[config.mk]
export PLATFORM = sky130hd
export DESIGN_NAME = bounded_list_engine_unit
export DESIGN_NICKNAME = d
export VERILOG_FILES = /design/src/design/blee_pkg.sv /design/src/design/blee_seq.sv /design/src/design/blee_dp.sv /design/src/design/bounded_list_engine_unit.sv
export SDC_FILE = /design/constraint.sdc
export NUM_CORES = 1
export LEC_CHECK = 0
export ABC_AREA = 0
export ABC_CLOCK_PERIOD_IN_PS = 10900
export BUFFER_PORTS_ARGS = -buffer_cell sky130_fd_sc_hd__buf_2
export CAP_MARGIN = 10
export CORE_UTILIZATION = 50
export CTS_CLUSTER_DIAMETER = 60
export DETAILED_ROUTE_END_ITERATION = 7
export GPL_TIMING_DRIVEN = 0
export PLACE_DENSITY = 0.7
export RECOVER_POWER = 100
export SLEW_MARGIN = 40
export SYNTH_ARGS = -nofsm -noshare
export SYNTH_HDL_FRONTEND = slang
export SYNTH_SLANG_ARGS = --single-unit
export TNS_END_PERCENT = 10
[constraint.sdc]
create_clock -name i_clk -period 10.9 [get_ports i_clk]
set_input_delay 2.18 -clock i_clk [delete_from_list [all_inputs] [get_ports i_clk]]
set_output_delay 2.18 -clock i_clk [all_outputs]
set_load 0.03 [all_outputs]
[src/design/blee_pkg.sv]
package blee_pkg;

    // list geometry
    localparam int CAPACITY = 16;
    localparam int IDX_W    = $clog2(CAPACITY);
    localparam int CNT_W    = $clog2(CAPACITY + 1);

    // field widths
    localparam int CMD_W     = 4;
    localparam int VAL_W     = 32;
    localparam int STAT_W    = 2;
    localparam int CNTO_W    = 7;
    localparam int S_TDATA_W = 40;
    localparam int M_TDATA_W = 56;

    // microprogram counter
    localparam int PC_W = 4;
    typedef logic [PC_W-1:0] t_pc;

    typedef enum logic [CMD_W-1:0] {
        CMD_PUSH_FRONT = 4'd0,
        CMD_PUSH_BACK  = 4'd1,
        CMD_POP_FRONT  = 4'd2,
        CMD_POP_BACK   = 4'd3,
        CMD_DEL_FIRST  = 4'd4,
        CMD_DEL_ALL    = 4'd5,
        CMD_SEARCH     = 4'd6,
        CMD_CLEAR      = 4'd7,
        CMD_DUMP       = 4'd8
    } t_cmd;

    typedef enum logic [STAT_W-1:0] {
        ST_OK        = 2'd0,
        ST_EMPTY     = 2'd1,
        ST_NOT_FOUND = 2'd2,
        ST_FULL      = 2'd3
    } t_status;

    // datapath operations selected by the control word
    typedef enum logic [3:0] {
        ACT_ACCEPT,
        ACT_PUSH_FRONT,
        ACT_PUSH_BACK,
        ACT_POP_FRONT,
        ACT_POP_BACK,
        ACT_CHECK_EMPTY,
        ACT_FILTER,
        ACT_FILTER_END,
        ACT_SEARCH,
        ACT_CLEAR,
        ACT_DUMP
    } t_act;

    // microprogram addresses
    localparam t_pc PC_IDLE        = 4'd0;
    localparam t_pc PC_PUSH_FRONT  = 4'd1;
    localparam t_pc PC_PUSH_BACK   = 4'd2;
    localparam t_pc PC_POP_FRONT   = 4'd3;
    localparam t_pc PC_POP_BACK    = 4'd4;
    localparam t_pc PC_DELF_CHECK  = 4'd5;
    localparam t_pc PC_DELF_WALK   = 4'd6;
    localparam t_pc PC_DELF_END    = 4'd7;
    localparam t_pc PC_DELA_CHECK  = 4'd8;
    localparam t_pc PC_DELA_WALK   = 4'd9;
    localparam t_pc PC_DELA_END    = 4'd10;
    localparam t_pc PC_SRCH_CHECK  = 4'd11;
    localparam t_pc PC_SRCH_WALK   = 4'd12;
    localparam t_pc PC_CLEAR       = 4'd13;
    localparam t_pc PC_DUMP_CHECK  = 4'd14;
    localparam t_pc PC_DUMP_WALK   = 4'd15;

    typedef struct packed {
        t_act act;
        logic drop_all;
        t_pc  nxt;
    } t_uword;

    typedef struct packed {
        t_act act;
        logic drop_all;
        logic fire;
    } t_ctrl;

    typedef struct packed {
        logic empty;
        logic walk_end;
        logic match;
        logic last_elem;
        logic out_free;
    } t_dp_stat;

    // control store
    function automatic t_uword ucode(t_pc pc);
        t_uword w;
        case (pc)
            PC_PUSH_FRONT: w = '{ACT_PUSH_FRONT,  1'b0, PC_IDLE};
            PC_PUSH_BACK:  w = '{ACT_PUSH_BACK,   1'b0, PC_IDLE};
            PC_POP_FRONT:  w = '{ACT_POP_FRONT,   1'b0, PC_IDLE};
            PC_POP_BACK:   w = '{ACT_POP_BACK,    1'b0, PC_IDLE};
            PC_DELF_CHECK: w = '{ACT_CHECK_EMPTY, 1'b0, PC_DELF_WALK};
            PC_DELF_WALK:  w = '{ACT_FILTER,      1'b0, PC_DELF_END};
            PC_DELF_END:   w = '{ACT_FILTER_END,  1'b0, PC_IDLE};
            PC_DELA_CHECK: w = '{ACT_CHECK_EMPTY, 1'b1, PC_DELA_WALK};
            PC_DELA_WALK:  w = '{ACT_FILTER,      1'b1, PC_DELA_END};
            PC_DELA_END:   w = '{ACT_FILTER_END,  1'b1, PC_IDLE};
            PC_SRCH_CHECK: w = '{ACT_CHECK_EMPTY, 1'b0, PC_SRCH_WALK};
            PC_SRCH_WALK:  w = '{ACT_SEARCH,      1'b0, PC_IDLE};
            PC_CLEAR:      w = '{ACT_CLEAR,       1'b0, PC_IDLE};
            PC_DUMP_CHECK: w = '{ACT_CHECK_EMPTY, 1'b0, PC_DUMP_WALK};
            PC_DUMP_WALK:  w = '{ACT_DUMP,        1'b0, PC_IDLE};
            default:       w = '{ACT_ACCEPT,      1'b0, PC_IDLE};
        endcase
        return w;
    endfunction

    // entry point of each command's routine
    function automatic t_pc dispatch(logic [CMD_W-1:0] cmd);
        t_pc pc;
        case (t_cmd'(cmd))
            CMD_PUSH_FRONT: pc = PC_PUSH_FRONT;
            CMD_PUSH_BACK:  pc = PC_PUSH_BACK;
            CMD_POP_FRONT:  pc = PC_POP_FRONT;
            CMD_POP_BACK:   pc = PC_POP_BACK;
            CMD_DEL_FIRST:  pc = PC_DELF_CHECK;
            CMD_DEL_ALL:    pc = PC_DELA_CHECK;
            CMD_SEARCH:     pc = PC_SRCH_CHECK;
            CMD_CLEAR:      pc = PC_CLEAR;
            CMD_DUMP:       pc = PC_DUMP_CHECK;
            default:        pc = PC_IDLE;
        endcase
        return pc;
    endfunction

endpackage

[src/design/blee_seq.sv]
module blee_seq (
    input  logic                       i_clk,
    input  logic                       i_rst_n,
    input  logic                       i_in_valid,
    input  logic [blee_pkg::CMD_W-1:0] i_cmd,
    input  blee_pkg::t_dp_stat         i_stat,
    output blee_pkg::t_ctrl            o_ctrl,
    output logic                       o_in_ready
);

    blee_pkg::t_pc    r_pc;
    blee_pkg::t_pc    n_pc;
    blee_pkg::t_uword uw;
    logic             fire;

    // control word fetch
    assign uw = blee_pkg::ucode(r_pc);

    // step may proceed once its beat can be taken; filter steps always proceed
    always_comb begin
        case (uw.act)
            blee_pkg::ACT_ACCEPT: fire = i_in_valid;
            blee_pkg::ACT_FILTER: fire = 1'b1;
            default:              fire = i_stat.out_free;
        endcase
    end

    assign o_in_ready      = (uw.act == blee_pkg::ACT_ACCEPT);
    assign o_ctrl.act      = uw.act;
    assign o_ctrl.drop_all = uw.drop_all;
    assign o_ctrl.fire     = fire;

    // next step: hold, loop, jump or dispatch
    always_comb begin
        n_pc = r_pc;
        if (fire) begin
            case (uw.act)
                blee_pkg::ACT_ACCEPT: begin
                    n_pc = blee_pkg::dispatch(i_cmd);
                end
                blee_pkg::ACT_CHECK_EMPTY: begin
                    n_pc = i_stat.empty ? blee_pkg::PC_IDLE : uw.nxt;
                end
                blee_pkg::ACT_FILTER: begin
                    if (i_stat.walk_end) n_pc = uw.nxt;
                end
                blee_pkg::ACT_SEARCH: begin
                    if (i_stat.walk_end || i_stat.match) n_pc = uw.nxt;
                end
                blee_pkg::ACT_DUMP: begin
                    if (i_stat.last_elem) n_pc = uw.nxt;
                end
                default: begin
                    n_pc = uw.nxt;
                end
            endcase
        end
    end

    // step counter
    always_ff @(posedge i_clk) begin
        if (!i_rst_n) begin
            r_pc <= blee_pkg::PC_IDLE;
        end else begin
            r_pc <= n_pc;
        end
    end

endmodule

[src/design/blee_dp.sv]
module blee_dp (
    input  logic                        i_clk,
    input  logic                        i_rst_n,
    input  blee_pkg::t_ctrl             i_ctrl,
    input  logic [blee_pkg::VAL_W-1:0]  i_value,
    input  logic                        i_out_ready,
    output blee_pkg::t_dp_stat          o_stat,
    output logic                        o_out_valid,
    output blee_pkg::t_status           o_status,
    output logic                        o_found,
    output logic [blee_pkg::VAL_W-1:0]  o_element,
    output logic [blee_pkg::CNT_W-1:0]  o_removed,
    output logic [blee_pkg::CNT_W-1:0]  o_occupancy,
    output logic                        o_last
);

    localparam int IW = blee_pkg::IDX_W;
    localparam int CW = blee_pkg::CNT_W;
    localparam int DW = blee_pkg::VAL_W;

    // element store as a ring, head marks the front
    logic [DW-1:0] r_store [blee_pkg::CAPACITY];
    logic [IW-1:0] r_head,  n_head;
    logic [CW-1:0] r_count, n_count;

    // per-command working registers
    logic [DW-1:0] r_val,   n_val;
    logic [CW-1:0] r_i,     n_i;
    logic [CW-1:0] r_j,     n_j;
    logic [CW-1:0] r_n,     n_n;
    logic          r_found, n_found;

    // result register
    logic              r_out_valid;
    blee_pkg::t_status r_status,  n_status;
    logic              r_ofound,  n_ofound;
    logic [DW-1:0]     r_elem,    n_elem;
    logic [CW-1:0]     r_removed, n_removed;
    logic [CW-1:0]     r_occ,     n_occ;
    logic              r_last,    n_last;
    logic              emit;

    // store write port
    logic          we;
    logic [IW-1:0] waddr;
    logic [DW-1:0] wdata;

    logic [CW-1:0] rd_off;
    logic [IW-1:0] raddr;
    logic [DW-1:0] rdata;
    logic [IW-1:0] head_dec;
    logic [IW-1:0] head_inc;
    logic          empty;
    logic          full;
    logic          walk_end;
    logic          match;
    logic          last_elem;
    logic          out_free;
    logic          drop;

    // ring position of an offset from the head
    function automatic logic [IW-1:0] ring_pos(logic [IW-1:0] base, logic [CW-1:0] off);
        logic [IW+1:0] sum;
        sum = (IW+2)'(base) + (IW+2)'(off);
        if (sum >= (IW+2)'(blee_pkg::CAPACITY)) begin
            sum = sum - (IW+2)'(blee_pkg::CAPACITY);
        end
        return sum[IW-1:0];
    endfunction

    // status towards the sequencer
    assign empty     = (r_count == '0);
    assign full      = (r_count == CW'(blee_pkg::CAPACITY));
    assign walk_end  = (r_i == r_count);
    assign last_elem = (r_i == r_count - CW'(1));
    assign out_free  = !r_out_valid || i_out_ready;

    // single read port
    always_comb begin
        case (i_ctrl.act)
            blee_pkg::ACT_POP_FRONT: rd_off = '0;
            blee_pkg::ACT_POP_BACK:  rd_off = r_count - CW'(1);
            default:                 rd_off = r_i;
        endcase
    end
    assign raddr = ring_pos(r_head, rd_off);
    assign rdata = r_store[raddr];
    assign match = (rdata == r_val);

    assign head_dec = (r_head == '0) ? IW'(blee_pkg::CAPACITY - 1) : r_head - IW'(1);
    assign head_inc = ring_pos(r_head, CW'(1));
    assign drop     = match && (i_ctrl.drop_all || !r_found);

    assign o_stat.empty     = empty;
    assign o_stat.walk_end  = walk_end;
    assign o_stat.match     = match;
    assign o_stat.last_elem = last_elem;
    assign o_stat.out_free  = out_free;

    // operation of the current control word
    always_comb begin
        n_head    = r_head;
        n_count   = r_count;
        n_val     = r_val;
        n_i       = r_i;
        n_j       = r_j;
        n_n       = r_n;
        n_found   = r_found;
        emit      = 1'b0;
        n_status  = blee_pkg::ST_OK;
        n_ofound  = 1'b0;
        n_elem    = '0;
        n_removed = '0;
        n_occ     = r_count;
        n_last    = 1'b1;
        we        = 1'b0;
        waddr     = ring_pos(r_head, r_count);
        wdata     = r_val;
        if (i_ctrl.fire) begin
            case (i_ctrl.act)
                blee_pkg::ACT_ACCEPT: begin
                    n_val   = i_value;
                    n_i     = '0;
                    n_j     = '0;
                    n_n     = '0;
                    n_found = 1'b0;
                end
                blee_pkg::ACT_PUSH_FRONT, blee_pkg::ACT_PUSH_BACK: begin
                    emit = 1'b1;
                    if (full) begin
                        n_status = blee_pkg::ST_FULL;
                    end else begin
                        we      = 1'b1;
                        n_count = r_count + CW'(1);
                        n_occ   = r_count + CW'(1);
                        if (i_ctrl.act == blee_pkg::ACT_PUSH_FRONT) begin
                            waddr  = head_dec;
                            n_head = head_dec;
                        end
                    end
                end
                blee_pkg::ACT_POP_FRONT, blee_pkg::ACT_POP_BACK: begin
                    emit = 1'b1;
                    if (empty) begin
                        n_status = blee_pkg::ST_EMPTY;
                    end else begin
                        n_elem    = rdata;
                        n_removed = CW'(1);
                        n_count   = r_count - CW'(1);
                        n_occ     = r_count - CW'(1);
                        if (i_ctrl.act == blee_pkg::ACT_POP_FRONT) begin
                            n_head = head_inc;
                        end
                    end
                end
                blee_pkg::ACT_CHECK_EMPTY: begin
                    if (empty) begin
                        emit     = 1'b1;
                        n_status = blee_pkg::ST_EMPTY;
                    end
                end
                blee_pkg::ACT_FILTER: begin
                    // compact survivors towards the front
                    if (!walk_end) begin
                        n_i = r_i + CW'(1);
                        if (drop) begin
                            n_n     = r_n + CW'(1);
                            n_found = 1'b1;
                        end else begin
                            we    = 1'b1;
                            waddr = ring_pos(r_head, r_j);
                            wdata = rdata;
                            n_j   = r_j + CW'(1);
                        end
                    end
                end
                blee_pkg::ACT_FILTER_END: begin
                    emit    = 1'b1;
                    n_count = r_j;
                    n_occ   = r_j;
                    if (r_n == '0) begin
                        n_status = blee_pkg::ST_NOT_FOUND;
                    end else begin
                        n_ofound  = 1'b1;
                        n_elem    = r_val;
                        n_removed = r_n;
                    end
                end
                blee_pkg::ACT_SEARCH: begin
                    if (walk_end) begin
                        emit     = 1'b1;
                        n_status = blee_pkg::ST_NOT_FOUND;
                    end else if (match) begin
                        emit     = 1'b1;
                        n_ofound = 1'b1;
                        n_elem   = r_val;
                    end else begin
                        n_i = r_i + CW'(1);
                    end
                end
                blee_pkg::ACT_CLEAR: begin
                    emit = 1'b1;
                    if (empty) begin
                        n_status = blee_pkg::ST_EMPTY;
                    end else begin
                        n_removed = r_count;
                        n_count   = '0;
                        n_occ     = '0;
                    end
                end
                blee_pkg::ACT_DUMP: begin
                    emit   = 1'b1;
                    n_elem = rdata;
                    n_last = last_elem;
                    n_i    = r_i + CW'(1);
                end
                default: begin
                    emit = 1'b0;
                end
            endcase
        end
    end

    // control registers
    always_ff @(posedge i_clk) begin
        if (!i_rst_n) begin
            r_head      <= '0;
            r_count     <= '0;
            r_out_valid <= 1'b0;
        end else begin
            r_head  <= n_head;
            r_count <= n_count;
            if (emit) begin
                r_out_valid <= 1'b1;
            end else if (i_out_ready) begin
                r_out_valid <= 1'b0;
            end
        end
    end

    // working and result payload
    always_ff @(posedge i_clk) begin
        r_val   <= n_val;
        r_i     <= n_i;
        r_j     <= n_j;
        r_n     <= n_n;
        r_found <= n_found;
        if (emit) begin
            r_status  <= n_status;
            r_ofound  <= n_ofound;
            r_elem    <= n_elem;
            r_removed <= n_removed;
            r_occ     <= n_occ;
            r_last    <= n_last;
        end
    end

    // element store
    always_ff @(posedge i_clk) begin
        if (we) begin
            r_store[waddr] <= wdata;
        end
    end

    assign o_out_valid = r_out_valid;
    assign o_status    = r_status;
    assign o_found     = r_ofound;
    assign o_element   = r_elem;
    assign o_removed   = r_removed;
    assign o_occupancy = r_occ;
    assign o_last      = r_last;

endmodule

[src/design/bounded_list_engine_unit.sv]
// Ordered list of up to 16 signed 32-bit values, front at position 0, driven by
// command beats on the slave stream: push front/back, pop front/back, delete
// first match, delete all matches, search, clear and dump. Every valid command
// yields one result beat with tlast set; dump yields one beat per element,
// front to back, tlast on the final one; codes 9 to 15 are taken and dropped.
// Commands are handled one at a time by a microprogram sequencer over a ring
// buffer with one read port. Search, the deletes and dump walk the list one
// stored element per cycle, the search and dump walks only while the result
// register is free. A stalled result beat holds every step that may produce a
// beat until the sink takes it.
module bounded_list_engine_unit (
    input  logic                            i_clk,
    input  logic                            i_rst_n,
    input  logic                            i_s_axis_tvalid,
    output logic                            o_s_axis_tready,
    // command[3:0], value[35:4], zero pad[39:36]
    input  logic [blee_pkg::S_TDATA_W-1:0]  i_s_axis_tdata,
    output logic                            o_m_axis_tvalid,
    input  logic                            i_m_axis_tready,
    // status[1:0], found[2], element[34:3], removed_count[41:35],
    // occupancy[48:42], zero pad[55:49]
    output logic [blee_pkg::M_TDATA_W-1:0]  o_m_axis_tdata,
    output logic                            o_m_axis_tlast
);

    blee_pkg::t_ctrl                 ctrl;
    blee_pkg::t_dp_stat              stat;
    blee_pkg::t_status               status;
    logic                            found;
    logic [blee_pkg::VAL_W-1:0]      element;
    logic [blee_pkg::CNT_W-1:0]      removed;
    logic [blee_pkg::CNT_W-1:0]      occupancy;

    // microprogram sequencer
    blee_seq u_seq (
        .i_clk      (i_clk),
        .i_rst_n    (i_rst_n),
        .i_in_valid (i_s_axis_tvalid),
        .i_cmd      (i_s_axis_tdata[blee_pkg::CMD_W-1:0]),
        .i_stat     (stat),
        .o_ctrl     (ctrl),
        .o_in_ready (o_s_axis_tready)
    );

    // list datapath and result register
    blee_dp u_dp (
        .i_clk       (i_clk),
        .i_rst_n     (i_rst_n),
        .i_ctrl      (ctrl),
        .i_value     (i_s_axis_tdata[blee_pkg::CMD_W +: blee_pkg::VAL_W]),
        .i_out_ready (i_m_axis_tready),
        .o_stat      (stat),
        .o_out_valid (o_m_axis_tvalid),
        .o_status    (status),
        .o_found     (found),
        .o_element   (element),
        .o_removed   (removed),
        .o_occupancy (occupancy),
        .o_last      (o_m_axis_tlast)
    );

    // result beat packing
    assign o_m_axis_tdata = {
        7'd0,
        blee_pkg::CNTO_W'(occupancy),
        blee_pkg::CNTO_W'(removed),
        element,
        found,
        status
    };

endmodule

Yosys cells after proc, flatten, opt, wreduce, memory -nomap -nowiden
Memory sizes are Yosys's and may differ from the RTL's. A register that Yosys moved wholly into a read port is not among the register bits.
Index checks and enable logic that the tools add are counted.
W data, S select, Z words.
Storage, ports and cells
  memories: 3
  input bits: 44
  word-level logic and storage cells: 165
  memory bits (writable): 512
  memory bits (read-only): 208
  output and inout port bits: 59
  bits in registers: 108
Operators by class
  muxes and demuxes: 78
  reduce and logical (&&, ||, !) cells: 25
  eq/ne operators: 26
  $lt $le $gt $ge: 4
  add/subtract/negate cells: 14
Memories
  u_dp.r_store: words 16, width 32, rd ports 1, clocked after Yosys merged registers in 0, write ports 1, line blee_dp.sv:22  | logic [DW-1:0] r_store [blee_pkg::CAPACITY];
  (name not given): words 16, width 9, rd ports 1, clocked after Yosys merged registers in 1, write ports 0, line blee_pkg.sv:95  | case (pc)
  (name not given): words 16, width 4, rd ports 1, clocked after Yosys merged registers in 0, write ports 0, line blee_pkg.sv:119  | case (t_cmd'(cmd))
Operators with widths (number)
  $mux W32: 8
  $pmux W32 S4: 1
  $mux W4: 20
  $mux W5: 13
  $pmux W5 S4: 2
  $eq A32 B32 Y1: 1
  $pmux W5 S2: 3
  $add A5 B1 Y5 const B: 4
  $pmux W4 S5: 1
  $sub A4 B1 Y4 const B: 5
  $add A4 B5 Y6: 3
  $ge A6 B5 Y1 const B: 3
  $mux W1: 18
  $eq A4 B3 Y1 const B: 4
  $pmux W4 S2: 2
  $pmux W5 S3: 1
  $ne A2 B2 Y1 const B: 7
  $eq A4 B4 Y1 const B: 3
  $reduce_and A4 Y1: 3
  $eq A5 B5 Y1: 2
  $logic_not A5 Y1: 2
  $ne A2 B1 Y1 const B: 5
  $eq A4 B2 Y1 const B: 2
  $logic_not A4 Y1: 2
  20 further kinds: 32

Logic depth before layout (Yosys ltp)
An unclocked memory read counts as a cell.
  depth in word-level cells: 14
  mapped depth: 26
  depth with buffers taken out: 23

Hierarchy
Synthesis repeated with hierarchy kept, for this count alone.
Unflattened totals
  cell total of the unflattened synthesis: 1543
  area total of the unflattened synthesis: 26930.8 sq um
Modules (own cells, without submodules)
  blee_dp: instances 1, cells each 1423, area each 25929.9 sq um, sequential area each 18397.6 sq um
  blee_seq: instances 1, cells each 107, area each 907.1 sq um, sequential area each 260.2 sq um
  bounded_list_engine_unit: instances 1, cells each 13, area each 93.8 sq um, sequential area each 0.0 sq um

Worst setup path before layout
Ideal clock, no wire load.
  kind: reg-to-reg
  start: register, netlist name u_seq.uw[6]
  end: memory u_dp.r_store[2][0] (netlist bit) (enable)
  clock period less this slack: 8.576 ns
  cell stages (with the launch flop): 21
  data arrival time: 8.063 ns
  path slack: 2.324 ns
  setup time: 0.513 ns
  path through: dfxtp_1 > buf_2 > or3b_1 > a21o_1 > clkbuf_1 > nand2_1 > o21ai_0 > ha_1 > inv_1 > fa_1 > xor2_1 > buf_2 > buf_1 > mux2i_1 > mux2i_1 > xnor2_1 > nand4_1 > nor4_4 > a31oi_2 > a311o_1 > nor4b_1
On the way
  word-level cells in the longest chain between the ends: 14
  elaborated cells on any way between the ends: 28
RTL lines
  $eq A4 B3 Y1 / $eq A4 B2 Y1 (equally long branches): line blee_dp.sv:80  | case (i_ctrl.act)
  $pmux W5 S2: line blee_dp.sv:80
  $add A4 B5 Y6: line blee_dp.sv:64  | sum = (IW+2)'(base) + (IW+2)'(off);
  $ge A6 B5 Y1 / $sub A4 B1 Y4 (equally long branches): line blee_dp.sv:65, blee_dp.sv:66
  $mux W4: line blee_dp.sv:65  | if (sum >= (IW+2)'(blee_pkg::CAPACITY)) begin
  $mem_v2 Z16 W32
  $eq A32 B32 Y1: line blee_dp.sv:88  | assign match = (rdata == r_val);
  $logic_and A1 B1 Y1: line blee_dp.sv:92  | assign drop = match && (i_ctrl.drop_all || !r_found);
  $mux W1: line blee_dp.sv:166  | if (drop) begin
  $mux W1: line blee_dp.sv:164  | if (!walk_end) begin
  $pmux W1 S2: line blee_dp.sv:120  | case (i_ctrl.act)
  $mux W1: line blee_dp.sv:119  | if (i_ctrl.fire) begin
  $mux W1: line blee_dp.sv:260  | if (we) begin
  $mux W1 (not written as such): line blee_dp.sv:261  | r_store[waddr] <= wdata;
  end, declared: line blee_dp.sv:22
Parallel ways exist; a longest one is shown, timed or not.

Final worst setup path
  start: register, netlist name u_seq.uw[6]
  end: memory u_dp.r_store[10][7] (netlist bit) (enable)
On the way
  word-level cells in the longest chain between the ends: 14
  elaborated cells on any way between the ends: 28
RTL lines (line)
  $eq A4 B3 Y1 / $eq A4 B2 Y1 (equally long branches): blee_dp.sv:80
  $pmux W5 S2: blee_dp.sv:80
  $add A4 B5 Y6: blee_dp.sv:64
  $ge A6 B5 Y1 / $sub A4 B1 Y4 (equally long branches): blee_dp.sv:65, blee_dp.sv:66
  $mux W4: blee_dp.sv:65
  $mem_v2 Z16 W32
  $eq A32 B32 Y1: blee_dp.sv:88
  $logic_and A1 B1 Y1: blee_dp.sv:92
  $mux W1: blee_dp.sv:166
  $mux W1: blee_dp.sv:164
  $pmux W1 S2: blee_dp.sv:120
  $mux W1: blee_dp.sv:119
  $mux W1: blee_dp.sv:260
  $mux W1 (not written as such): blee_dp.sv:261
Parallel ways exist; a longest one is shown, timed or not.

==> flow_summary_export.csv <==
group,metric,value,unit
worst_setup_path,startpoint_type,"flop",
synth,synth_edf_count,606,
place,dpl_worst_slack,2.30,ns
sta,setup_violations,0,
run_status,status,"finished, violations left",
cts,clkSlewWorstSetupHoldPaths,0.07,ns
pwr,ir_drop,0.241,mV
detailed_routing,final_antenna_net_count,0,
sta,fin_crit,9.54,ns
detailed_routing,viasPerCell,6.08,
sta,max_slew_margin,-0.301,
synth,avgSynthCellArea,17.4,um2
sta,fin_worst_hold_slack,0.539,ns
sta,hold_violations,0,
detailed_routing,vias,15550,
pwr,power.leakage,0.0103,uW
run_status,violations,"capacitance limit, slew limit",
sta,maxSlewViolCount,59,
place,routabilityCongestion,0.919,
sta,finalCritPeriodShare,0.875,
synth,ys_seq_area_frac,0.688,
sta,postLayoutSetupSlackWorst,1.36,ns
global_routing,grt_overflow,0,
layout,layout_commonest_cell,"edfxtp_1",
synth,synth_cell_types,85,
global_routing,grt_pass1_vias,15475,
floorplanning,pin_count,103,
layout,layout_common_cells,"606 x edfxtp_1, 184 x clkbuf_1, 128 x mux4_2, 104 x nor2_1, 101 x mux2i_1",
worst_setup_path,rr_worst_depth,26,
layout,area_growth,14.3,%
worst_setup_path,cp_num_buf_inv,10,
worst_setup_path,worstPathArrival,9.89,ns
worst_setup_path,slowest_delay,0.67,ns
worst_hold_path,min_path_type,"reg -> reg",
detailed_routing,drt_first_iter_violations,1781,
sta,tns,0,ns
detailed_routing,wl_per_cell,26.4,um
synth,yosysWarnings,0,
cts,clock-root-buffer,"clkbuf_16",
worst_setup_path,worstPathRequired,11.25,ns
run,maxCapViolations,3,
worst_setup_path,worst_path_max_delay_cell,"nor4_4",
worst_setup_path,crit_cells,26,
cts,hold_buffers,0,
worst_setup_path,critical_path_class,"reg -> reg",
cts,h-tree-depth,2,
sta,fin_worst_skew,0.0357,ns
layout,nets,1892,
global_routing,antenna_found_initial,0,
cts,cts_tree,"built",
floorplanning,die_x,235,um
floorplanning,start_util,0.511,
worst_setup_path,cp-end-kind,"flop",
layout,final_layout_size_suffix_gt1_frac,0.188,
pwr,power_density,322,nW/um2
synth,synth_ff_type,"edfxtp_1",
worst_setup_path,crit_top_cell,"clkbuf_1",
cts,cts_resized,0,
worst_setup_path,path_delay_family,"buffers and inverters",
layout,design_area,31000,um2
global_routing,grt_max_degree,33,
floorplanning,fp-row-count,84,
floorplanning,fp.coreArea,53100,um2
cts,cts.sinks,629,
global_routing,grt_usage,0.247,
cts,cts_buffers,61,
detailed_routing,post-route-drc-count,0,
synth,syn_area,27100,um2
cts,post_cts_buffers,0,
floorplanning,die_area,55200,um2
sta,worstMarginPinSlew,1.95,ns
cts,clkLatencyLatePin,0.65,ns
sta,rsz0062_at_grt,"no",
synth,ys_ff_latch,629,
place,place_area,29400,um2
layout,fin_cells,2559,
synth,synthCells,1555,
detailed_routing,drt-total-wl,67700,um
place,hpwl,46700,um
floorplanning,die_h,235,um
worst_setup_path,crit_fanout,10,
place,io_buffer_count,87,
worst_hold_path,min_path_cells,2,
sta,max_freq,0.105,GHz
cts,cts_buffer_depth,3,
synth,synthArstFlopShare,0,
detailed_routing,drt_pass1_iterations,5,
global_routing,grt_pass1_wl,99900,um
place,placed_cells_incl_taps,2441,
==> layout make-up <==
cell class / instances / area (um2)
Antenna cell: 1 / 2.50
Clock inverter: 39 / 449
Clock buffer: 77 / 1610
Sequential cell: 629 / 18700
Timing Repair Buffer: 189 / 922
Multi-Input combinational cell: 810 / 7900
Inverter: 39 / 148
Buffer: 87 / 437
Fill cell: 3988 / 22100
Tap cell: 688 / 861
==> Yosys cell counts, types with 4 or more instances <==
master | number | area, um2
mux2i_1 | 101 | 1010
nor2b_1 | 10 | 62.6
ha_1 | 28 | 350
mux2_2 | 33 | 372
buf_2 | 22 | 110
o221ai_1 | 4 | 35.0
xnor2_1 | 44 | 385
and2_1 | 11 | 68.8
clkbuf_1 | 42 | 158
nand4_1 | 8 | 50.1
buf_4 | 14 | 105
and3_1 | 8 | 50.1
nor4_1 | 9 | 56.3
dfxtp_1 | 23 | 460
nor3_1 | 18 | 90.1
buf_1 | 6 | 22.5
inv_1 | 38 | 143
nor4b_1 | 5 | 43.8
a21o_1 | 7 | 52.6
a21oi_1 | 26 | 130
o21ai_0 | 28 | 140
or3_1 | 5 | 31.3
a22oi_1 | 36 | 270
or2_2 | 4 | 25.0
a211oi_1 | 4 | 30.0
mux4_2 | 128 | 2880
nand2b_1 | 6 | 37.5
nand2_1 | 40 | 150
a22o_1 | 5 | 43.8
edfxtp_1 | 606 | 18200
a31oi_1 | 5 | 31.3
nor2_1 | 104 | 390
nor3b_1 | 6 | 45.0
o22ai_1 | 6 | 37.5
nand3_1 | 26 | 130
xor2_1 | 15 | 131
==> flip-flops by register name, summed over array words and instances, names as in the netlist <==
name              cells
u_dp.o_element       32
u_dp.o_found          1
u_dp.o_last           1
u_dp.o_occupancy      5
u_dp.o_out_valid      1
u_dp.o_removed        5
u_dp.o_status         2
u_dp.r_count          5
u_dp.r_found          1
u_dp.r_head           4
u_dp.r_i              5
u_dp.r_j              5
u_dp.r_n              5
u_dp.r_store        512
u_dp.r_val           32
u_seq.r_pc            4
u_seq.uw              9
==> layer usage <==
layer  wire length [um]  global-route usage  part of all wire  up-vias
li1                   -                   -                 -     6717
met1              27600               0.342              0.41     7997
met2              32900               0.402              0.49      712
met3               5160              0.0367             0.076      124
met4               2050              0.0865             0.030        0
met5                  0                   0                 0        -
==> logic make-up after synthesis <==
logic type	synth area share
flip-flops	0.688
AND/OR/NAND/NOR	0.0531
multiplexers	0.158
AO/OA/AOI/OAI	0.0440
buffers and inverters	0.0212
XOR/XNOR	0.0207
adder cells (fa/ha/maj)	0.0151
other	0.000138
==> final timing paths <==
path                                                    start                             to  slack, ns
worst max-delay path                      u_seq.uw[6]$_DFF_P_  u_dp.r_store[10][7]$_DFFE_PP_       1.36
worst min-delay path            u_dp.o_out_valid$_SDFFE_PN0P_  u_dp.o_out_valid$_SDFFE_PN0P_       0.54
worst max register to register            u_seq.uw[6]$_DFF_P_  u_dp.r_store[10][7]$_DFFE_PP_       1.36
worst min register to register  u_dp.o_out_valid$_SDFFE_PN0P_  u_dp.o_out_valid$_SDFFE_PN0P_       0.54
==> power breakdown <==
part | internal, uW | leakage, uW | switching, uW
registers | 3020 | 0.00564 | 118
logic | 1920 | 0.00366 | 2760
clock network | 1220 | 0.000990 | 918
total | 6170 | 0.0103 | 3800
==> through the flow <==
step	power, uW	utilization
floorplan	6620	-
global placement	7800	0.536
detailed placement	7930	0.553
CTS	10100	0.592
global route	10400	0.584
finish	9970	0.584
==> worst register-to-register path, delay by kind of cell (launching register included) <==
family	cells	cell delay, ns
AND/OR/NAND/NOR	6	2.08
buffers and inverters	10	4.10
flip-flops	1	0.31
multiplexers	3	0.75
XOR/XNOR	1	0.28
adder cells (fa/ha/maj)	2	0.80
AO/OA/AOI/OAI	4	0.95
Note: power is estimated with default switching activity, not from simulation.
